==> config.mk <==
export PLATFORM = sky130hd
export DESIGN_NAME = calendar_date_advance
export DESIGN_NICKNAME = d
export VERILOG_FILES = /design/src/rtl/cda_pkg.sv /design/src/rtl/calendar_date_advance.sv
export VERILOG_INCLUDE_DIRS = /design/src /design/src/rtl
export SDC_FILE = /design/constraint.sdc
export NUM_CORES = 1
export LEC_CHECK = 0
export BUFFER_PORTS_ARGS = -buffer_cell sky130_fd_sc_hd__buf_2
export CORE_MARGIN = 2
export CORE_UTILIZATION = 45
export CTS_BUF_LIST = sky130_fd_sc_hd__clkbuf_16
export DETAILED_ROUTE_END_ITERATION = 8
export HOLD_SLACK_MARGIN = 0.15
export RECOVER_POWER = 50
export SYNTH_ARGS = -nofsm -noshare
export SYNTH_HDL_FRONTEND = slang
export SYNTH_SLANG_ARGS = --single-unit
==> constraint.sdc <==
create_clock -name clk_i -period 7.3 [get_ports clk_i]
set_input_delay 0.73 -clock clk_i [delete_from_list [all_inputs] [get_ports clk_i]]
set_output_delay 0.73 -clock clk_i [all_outputs]
set_load 0.03 [all_outputs]
==> src/rtl/calendar_date_advance_macros.svh <==
// Assertion macros for the calendar date advance block.
// Included by the modules that check their own sequencing; needs clk_i and rst_ni in scope.
`ifndef CALENDAR_DATE_ADVANCE_MACROS_SVH
`define CALENDAR_DATE_ADVANCE_MACROS_SVH

// Checked on every rising edge outside reset.
`define CDA_ASSERT(label, prop, msg) \
  label: assert property (@(posedge clk_i) disable iff (!rst_ni) prop) else $error(msg);

// Checked on every rising edge, reset included.
`define CDA_ASSERT_ALWAYS(label, prop, msg) \
  label: assert property (@(posedge clk_i) prop) else $error(msg);

`endif

==> src/rtl/cda_pkg.sv <==
// Shared types, opcodes and calendar functions for calendar_date_advance.
// No dependencies; imported by the top level.
`timescale 1ns / 1ps

package cda_pkg;

  localparam logic [2:0] OP_ADD_DAYS    = 3'd0;
  localparam logic [2:0] OP_ADD_WEEKS   = 3'd1;
  localparam logic [2:0] OP_ADD_MONTHS  = 3'd2;
  localparam logic [2:0] OP_ADD_YEARS   = 3'd3;
  localparam logic [2:0] OP_ADD_DECADES = 3'd4;

  // floor(y / 100) == (y * DIV100_MUL) >> DIV100_SHIFT for any 16-bit y
  localparam logic [16:0] DIV100_MUL   = 17'd83887;
  localparam int unsigned DIV100_SHIFT = 23;

  localparam logic [6:0]  LAST_YEAR_IN_CENTURY = 7'd99;
  localparam logic [3:0]  LAST_MONTH           = 4'd12;
  localparam logic [15:0] MAX_YEAR             = 16'hFFFF;

  typedef enum logic [2:0] {
    ST_IDLE,
    ST_DIV,
    ST_REM,
    ST_CHECK,
    ST_DAYS,
    ST_MONTHS,
    ST_DONE
  } cda_state_e;

  // y mod 100 and (y / 100) mod 4 give the century rules.
  function automatic logic cda_is_leap(input logic [1:0] y_lo, input logic [6:0] yr_in_cent,
                                       input logic [1:0] cent_mod4);
    logic by4;
    logic cent;
    by4  = (y_lo == 2'd0);
    cent = (yr_in_cent == 7'd0);
    return (by4 && !cent) || (cent && (cent_mod4 == 2'd0));
  endfunction

  function automatic logic [4:0] cda_month_len(input logic [3:0] m, input logic leap);
    logic [4:0] len;
    unique case (m)
      4'd2: begin
        len = leap ? 5'd29 : 5'd28;
      end
      4'd4, 4'd6, 4'd9, 4'd11: begin
        len = 5'd30;
      end
      4'd1, 4'd3, 4'd5, 4'd7, 4'd8, 4'd10, 4'd12: begin
        len = 5'd31;
      end
      default: begin
        len = 5'd0;
      end
    endcase
    return len;
  endfunction

endpackage

==> src/rtl/calendar_date_advance.sv <==
// Gregorian date advance: adds days, weeks, months, years or decades to a date.
// Depends on cda_pkg and calendar_date_advance_macros.svh.
//
//   channel  | handshake          | payload
//   ---------+--------------------+------------------------------------------------
//   command  | start, busy        | opcode_i, count_i, start_day/month/year_i
//   result   | done_o (1 cycle)   | end_day/month/year_o, year_overflow_o, invalid_date_o
//
// A transfer runs its setup states (year/100 by reciprocal multiply, remainder,
// validity check), then the shared month stepper: days and weeks take one step per
// month boundary crossed plus one, months one step per month, years, decades, zero
// counts, unused opcodes and invalid dates none; then done_o is raised.
// busy is high after acceptance up to the done_o cycle inclusive. Reset clears the
// sequencer only. The receiver cannot stall; a result is shown exactly once.
`timescale 1ns / 1ps

`include "calendar_date_advance_macros.svh"

module calendar_date_advance
  import cda_pkg::*;
(
  input  logic        clk_i,
  input  logic        rst_ni,
  input  logic        start,
  output logic        busy,
  input  logic [2:0]  opcode_i,
  input  logic [14:0] count_i,
  input  logic [4:0]  start_day_i,
  input  logic [3:0]  start_month_i,
  input  logic [15:0] start_year_i,
  output logic        done_o,
  output logic [4:0]  end_day_o,
  output logic [3:0]  end_month_o,
  output logic [15:0] end_year_o,
  output logic        year_overflow_o,
  output logic        invalid_date_o
);

  cda_state_e  state_q, state_d;
  logic [2:0]  op_q, op_d;
  logic [17:0] n_q, n_d;
  logic [4:0]  d_q, d_d;
  logic [3:0]  m_q, m_d;
  logic [15:0] y_q, y_d;
  logic [9:0]  cent_q, cent_d;
  logic [6:0]  yic_q, yic_d;
  logic [1:0]  c4_q, c4_d;
  logic        ovf_q, ovf_d;
  logic        bad_q, bad_d;

  logic        accept;
  logic [32:0] prod;
  logic [16:0] cent100;
  logic [16:0] rem;
  logic        leap_cur;
  logic [4:0]  len_cur;
  logic [4:0]  room;
  logic        fits;
  logic        bad_chk;
  logic [3:0]  m_nx;
  logic [15:0] y_nx;
  logic [6:0]  yic_nx;
  logic [1:0]  c4_nx;
  logic        wrap_nx;
  logic [4:0]  len_nx;
  logic [18:0] addend;
  logic [18:0] ysum;

  assign accept = start && !busy;

  // year / 100 and year mod 100
  assign prod    = {1'b0, y_q} * {16'd0, DIV100_MUL};
  assign cent100 = {1'b0, cent_q, 6'd0} + {2'b0, cent_q, 5'd0} + {5'b0, cent_q, 2'd0};
  assign rem     = {1'b0, y_q} - cent100;

  assign leap_cur = cda_is_leap(y_q[1:0], yic_q, c4_q);
  assign len_cur  = cda_month_len(m_q, leap_cur);
  assign room     = len_cur - d_q;
  assign fits     = (n_q <= {13'd0, room});
  assign bad_chk  = (d_q == 5'd0) || (d_q > len_cur);

  // shared month stepper
  always_comb begin
    m_nx    = m_q + 4'd1;
    y_nx    = y_q;
    yic_nx  = yic_q;
    c4_nx   = c4_q;
    wrap_nx = 1'b0;
    if (m_q == LAST_MONTH) begin
      m_nx = 4'd1;
      if (y_q == MAX_YEAR) begin
        y_nx    = 16'd0;
        yic_nx  = 7'd0;
        c4_nx   = 2'd0;
        wrap_nx = 1'b1;
      end else begin
        y_nx = y_q + 16'd1;
        if (yic_q == LAST_YEAR_IN_CENTURY) begin
          yic_nx = 7'd0;
          c4_nx  = c4_q + 2'd1;
        end else begin
          yic_nx = yic_q + 7'd1;
        end
      end
    end
  end

  assign len_nx = cda_month_len(m_nx, cda_is_leap(y_nx[1:0], yic_nx, c4_nx));

  assign addend = (op_q == OP_ADD_YEARS) ? {4'd0, n_q[14:0]}
                : ({1'b0, n_q[14:0], 3'd0} + {3'd0, n_q[14:0], 1'b0});
  assign ysum   = {3'd0, y_q} + addend;

  // next state
  always_comb begin
    state_d = state_q;
    unique case (state_q)
      ST_IDLE: begin
        if (start) state_d = ST_DIV;
      end
      ST_DIV: begin
        state_d = ST_REM;
      end
      ST_REM: begin
        state_d = ST_CHECK;
      end
      ST_CHECK: begin
        if (bad_chk || n_q == 18'd0) begin
          state_d = ST_DONE;
        end else if (op_q == OP_ADD_DAYS || op_q == OP_ADD_WEEKS) begin
          state_d = ST_DAYS;
        end else if (op_q == OP_ADD_MONTHS) begin
          state_d = ST_MONTHS;
        end else begin
          state_d = ST_DONE;
        end
      end
      ST_DAYS: begin
        if (fits) state_d = ST_DONE;
      end
      ST_MONTHS: begin
        if (n_q == 18'd1) state_d = ST_DONE;
      end
      ST_DONE: begin
        state_d = ST_IDLE;
      end
      default: begin
        state_d = ST_IDLE;
      end
    endcase
  end

  // datapath
  always_comb begin
    op_d   = op_q;
    n_d    = n_q;
    d_d    = d_q;
    m_d    = m_q;
    y_d    = y_q;
    cent_d = cent_q;
    yic_d  = yic_q;
    c4_d   = c4_q;
    ovf_d  = ovf_q;
    bad_d  = bad_q;
    unique case (state_q)
      ST_IDLE: begin
        if (start) begin
          op_d  = opcode_i;
          n_d   = (opcode_i == OP_ADD_WEEKS) ? ({count_i, 3'd0} - {3'd0, count_i})
                                            : {3'd0, count_i};
          d_d   = start_day_i;
          m_d   = start_month_i;
          y_d   = start_year_i;
          ovf_d = 1'b0;
          bad_d = 1'b0;
        end
      end
      ST_DIV: begin
        cent_d = prod[DIV100_SHIFT +: 10];
      end
      ST_REM: begin
        yic_d = rem[6:0];
        c4_d  = cent_q[1:0];
      end
      ST_CHECK: begin
        bad_d = bad_chk;
        if (!bad_chk && (op_q == OP_ADD_YEARS || op_q == OP_ADD_DECADES)) begin
          y_d   = ysum[15:0];
          ovf_d = |ysum[18:16];
        end
      end
      ST_DAYS: begin
        if (fits) begin
          d_d = d_q + n_q[4:0];
        end else begin
          n_d   = n_q - ({13'd0, room} + 18'd1);
          d_d   = 5'd1;
          m_d   = m_nx;
          y_d   = y_nx;
          yic_d = yic_nx;
          c4_d  = c4_nx;
          ovf_d = ovf_q | wrap_nx;
        end
      end
      ST_MONTHS: begin
        n_d   = n_q - 18'd1;
        d_d   = (d_q > len_nx) ? len_nx : d_q;
        m_d   = m_nx;
        y_d   = y_nx;
        yic_d = yic_nx;
        c4_d  = c4_nx;
        ovf_d = ovf_q | wrap_nx;
      end
      ST_DONE: begin
      end
      default: begin
      end
    endcase
  end

  // outputs
  always_comb begin
    busy   = (state_q != ST_IDLE);
    done_o = (state_q == ST_DONE);
  end

  assign end_day_o       = d_q;
  assign end_month_o     = m_q;
  assign end_year_o      = y_q;
  assign year_overflow_o = ovf_q;
  assign invalid_date_o  = bad_q;

  always_ff @(posedge clk_i or negedge rst_ni) begin
    if (!rst_ni) begin
      state_q <= ST_IDLE;
    end else begin
      state_q <= state_d;
    end
  end

  always_ff @(posedge clk_i) begin
    op_q   <= op_d;
    n_q    <= n_d;
    d_q    <= d_d;
    m_q    <= m_d;
    y_q    <= y_d;
    cent_q <= cent_d;
    yic_q  <= yic_d;
    c4_q   <= c4_d;
    ovf_q  <= ovf_d;
    bad_q  <= bad_d;
  end

  `CDA_ASSERT(a_accept_busy, accept |=> busy && !done_o, "accepted command did not raise busy")
  `CDA_ASSERT(a_done_idle, done_o |=> !busy, "block did not return to idle after result")
  `CDA_ASSERT(a_invalid_no_ovf, done_o && invalid_date_o |-> !year_overflow_o,
              "invalid date reported with overflow")
  `CDA_ASSERT(a_valid_result, done_o && !invalid_date_o |->
              end_day_o != 5'd0 && end_month_o != 4'd0 && end_month_o <= LAST_MONTH,
              "valid transfer produced an impossible date")
  `CDA_ASSERT_ALWAYS(a_done_in_busy, done_o |-> busy, "result strobe outside busy window")

endmodule

==> results.cfg <==
[worst_setup_path]
worst_path_max_delay_cell = fa_1
setup.worst_path.class = register to register
cpMostUsedCell = fa_1
path_max_fanout = 11
path_cells = fa_1 > inv_1 > fa_1 > fa_1 > inv_1 > fa_1 > inv_1 > fa_1 > inv_1 > fa_1 > ha_1 > a22oi_1 > nand2_1 > a31oi_1 > a2111oi_0 > buf_4 > o31a_1 > or3_1 > a31oi_1 > xnor2_1
crit_required_ps = 7380
start_kind = register
cp_slowest_stage_delay_ps = 640
crit_arrival_ps = 6220
worst_setup_path_end_kind = register

[synth]
ys_ff_latch = 65
yosys.area.top_type = ha_1
avgSynthCellArea_um2 = 8.94
synth_seq_area_share_pct = 16.9
synth_edf_count = 62
async_reset_ff_share_pct = 4.62
synth_warnings = 0
dominantRegCellSynth = edfxtp_1
synth_cell_types = 73
syn_nets = 1621
ys_top_cells_by_area = ha_1 (21%), fa_1 (18%), edfxtp_1 (16%), inv_1 (6.9%), xnor2_1 (5.2%)
netlist_area_um2 = 11500
syn_inst = 1281
yosysTopAreaCellShare_pct = 21.1

[timing]
worstMarginPinSlew_ps = 1250
max_freq_mhz = 163
setup_violations = 0
min_period_ps = 6140
setup_tns_ps = 0
rsz0062_at_grt = false
skew_ps = 11.0
period_share_pct = 84.1
slew_headroom_pct = 16.9
hold_viol = 0
maxSlewViolCount = 0

[global_routing]
grt_max_degree = 33
first_global_vias = 8885
antenna_found_initial = 0
grt_pass1_wl_um = 47600
gr-usage-all-layers_pct = 22.8
grt-ovfl-total = 0

[die]
die_area_um2 = 26800
initial_core_util_pct = 45.6
fp.coreArea_um2 = 25100
dieHeight_um = 164
placementRows = 58
ios = 75
dieWidth_um = 164

[hold_path]
hold_class = input pin to asynchronous set/reset pin

[finish]
nets = 1683
fillers = 2493
drive_above_1_share_pct = 6.45
syn2layout_area_growth_pct = 8.41
antenna_cells = 0

[clocking]
ctsResizeCount = 0
clock_path_buffers = 2
cts_tree = built
cts_inserted_buffers = 9
postCtsSetupBuffers = 0
cts-hold-fix-buffers = 0
worstSkewPairLatency_ps = 340
root_buffer = clkbuf_16
htreeDepth = 3
clock-sinks = 65
clkTransAtPathRegs_ps = 60

[routing]
drt_iter0_markers = 728
route.detailed.drc = 0
totalWireLength_um = 29400
routed-via-count = 9149
vias_per_cell = 5.45
ant_nets = 0
drt-wirelength-per-cell_um = 17.5
drt_first_pass_iters = 7

[job]
cap_violations = 0

[placed_design]
globalplace.congestion = 0.902
dp_hpwl_um = 24500
portBuffers = 74

[run_status]
status = finished, final reports clean
path summary, 6_finish.rpt:
| check | cells past startpoint | startpoint | slack, ps | end |
|---|---|---|---|---|
| max | 20 | end_year_o[4] | 1160 | cent_q[4] |
| min | 1 | rst_ni | 220 | state_q[2] |
| max reg2reg | 20 | end_year_o[4] | 1160 | cent_q[4] |
| min reg2reg | 2 | op_q[0] | 640 | state_q[0] |
| max in group asynchronous | 1 | rst_ni | 6890 | state_q[0] |
| min in group clk_i | 2 | op_q[0] | 640 | state_q[0] |
through the flow:
step / utilization [%] / cells / area, um^2 / setup slack [ps] / hold WS, ps
CTS: 49.7 / 1678 / 12500 / 1180 / 183
global placement: 48.6 / 1662 / 12200 / 1300 / 546
floorplan: - / 1281 / 11500 / 1500 / 434
global route: 49.5 / 1678 / 12400 / 827 / 215
finish: 49.5 / 1678 / 12400 / 1160 / 216
detailed placement: 48.6 / 1662 / 12200 / 1190 / 545
metal layers:
layer  share of wire, %  GRT usage, %  vias to the layer above  routed length (um)
met5                  0             0                        -                   0
met4               0.92          3.39                        0                 270
met3                3.6          2.82                       16                1060
met2                 45          36.4                      151               13300
met1                 50          33.8                     4429               14700
li1                   -             -                     4553                   -
placed cells by master, fill, tap and decap left out, drive strengths merged, types with 12 or more instances in the layout:
cell type	count
a211oi	15
a21o	24
a21oi	80
a31oi	12
buf	49
clkbuf	42
edfxtp	62
fa	101
ha	193
inv	213
nand2	83
nand3	27
nand4	13
nor2	81
nor3	24
o21ai	54
xnor2	68
xor2	27
logic make-up (layout without fill, tap and decap cells):
group,Yosys count,after routing,synth area share (%)
compound gates,274,274,15.5
xor+xnor,95,95,7.26
flops,65,65,16.9
fa+ha+maj,294,294,38.7
mux,6,6,0.546
simple gates,304,304,13.1
buf+inv,243,310,7.99
area by class of cell:
type | instances | area, um^2 | area share, %
Inverter | 212 | 796 | 6.41
Clock buffer | 9 | 225 | 1.81
Clock inverter | 7 | 45.0 | 0.363
Sequential cell | 65 | 1940 | 15.6
Timing Repair Buffer | 82 | 384 | 3.09
Multi-Input combinational cell | 973 | 8620 | 69.4
Tap cell | 330 | 413 | 3.32
state kept, by name, indices dropped and copies added, names as in the netlist:
register and count:
cent_q 5, state_q 3, yic_q 7, end_year_o 16, invalid_date_o 1, year_overflow_o 1, end_day_o 5, end_month_o 4
c4_q 2, op_q 3, n_q 18
synth_stat cells, types with 4 or more instances:
master	instances
inv_1	211
ha_1	193
fa_1	101
nand2_1	83
nor2_1	81
a21oi_1	79
xnor2_1	68
edfxtp_1	62
o21ai_0	49
clkbuf_1	27
nand3_1	27
xor2_1	27
a21o_1	24
nor3_1	23
a211oi_1	15
nand4_1	13
a31oi_1	12
o221ai_1	11
nand2b_1	10
nor2b_1	10
nor4_1	10
o21a_1	9
or2_2	9
and3_1	7
o211ai_1	7
o31ai_1	7
a21boi_0	6
a22oi_1	6
o22ai_1	6
o21ai_1	5
or3_1	5
a211o_1	4
and2_1	4
mux2i_1	4
nor3b_1	4
o21bai_1	4
worst max-delay path: cells and delay by family, from the launching register on:
kind,cells,cell delay (ps)
adder cells (fa/ha/maj),7,3350
AO/OA/AOI/OAI,5,970
flip-flops,1,610
buffers and inverters,5,430
AND/OR/NAND/NOR,2,410
XOR/XNOR,1,90
Power is left out: the tool's default activity adds up to more than one toggle a clock period on the data nets, which glitch-free logic cannot reach.
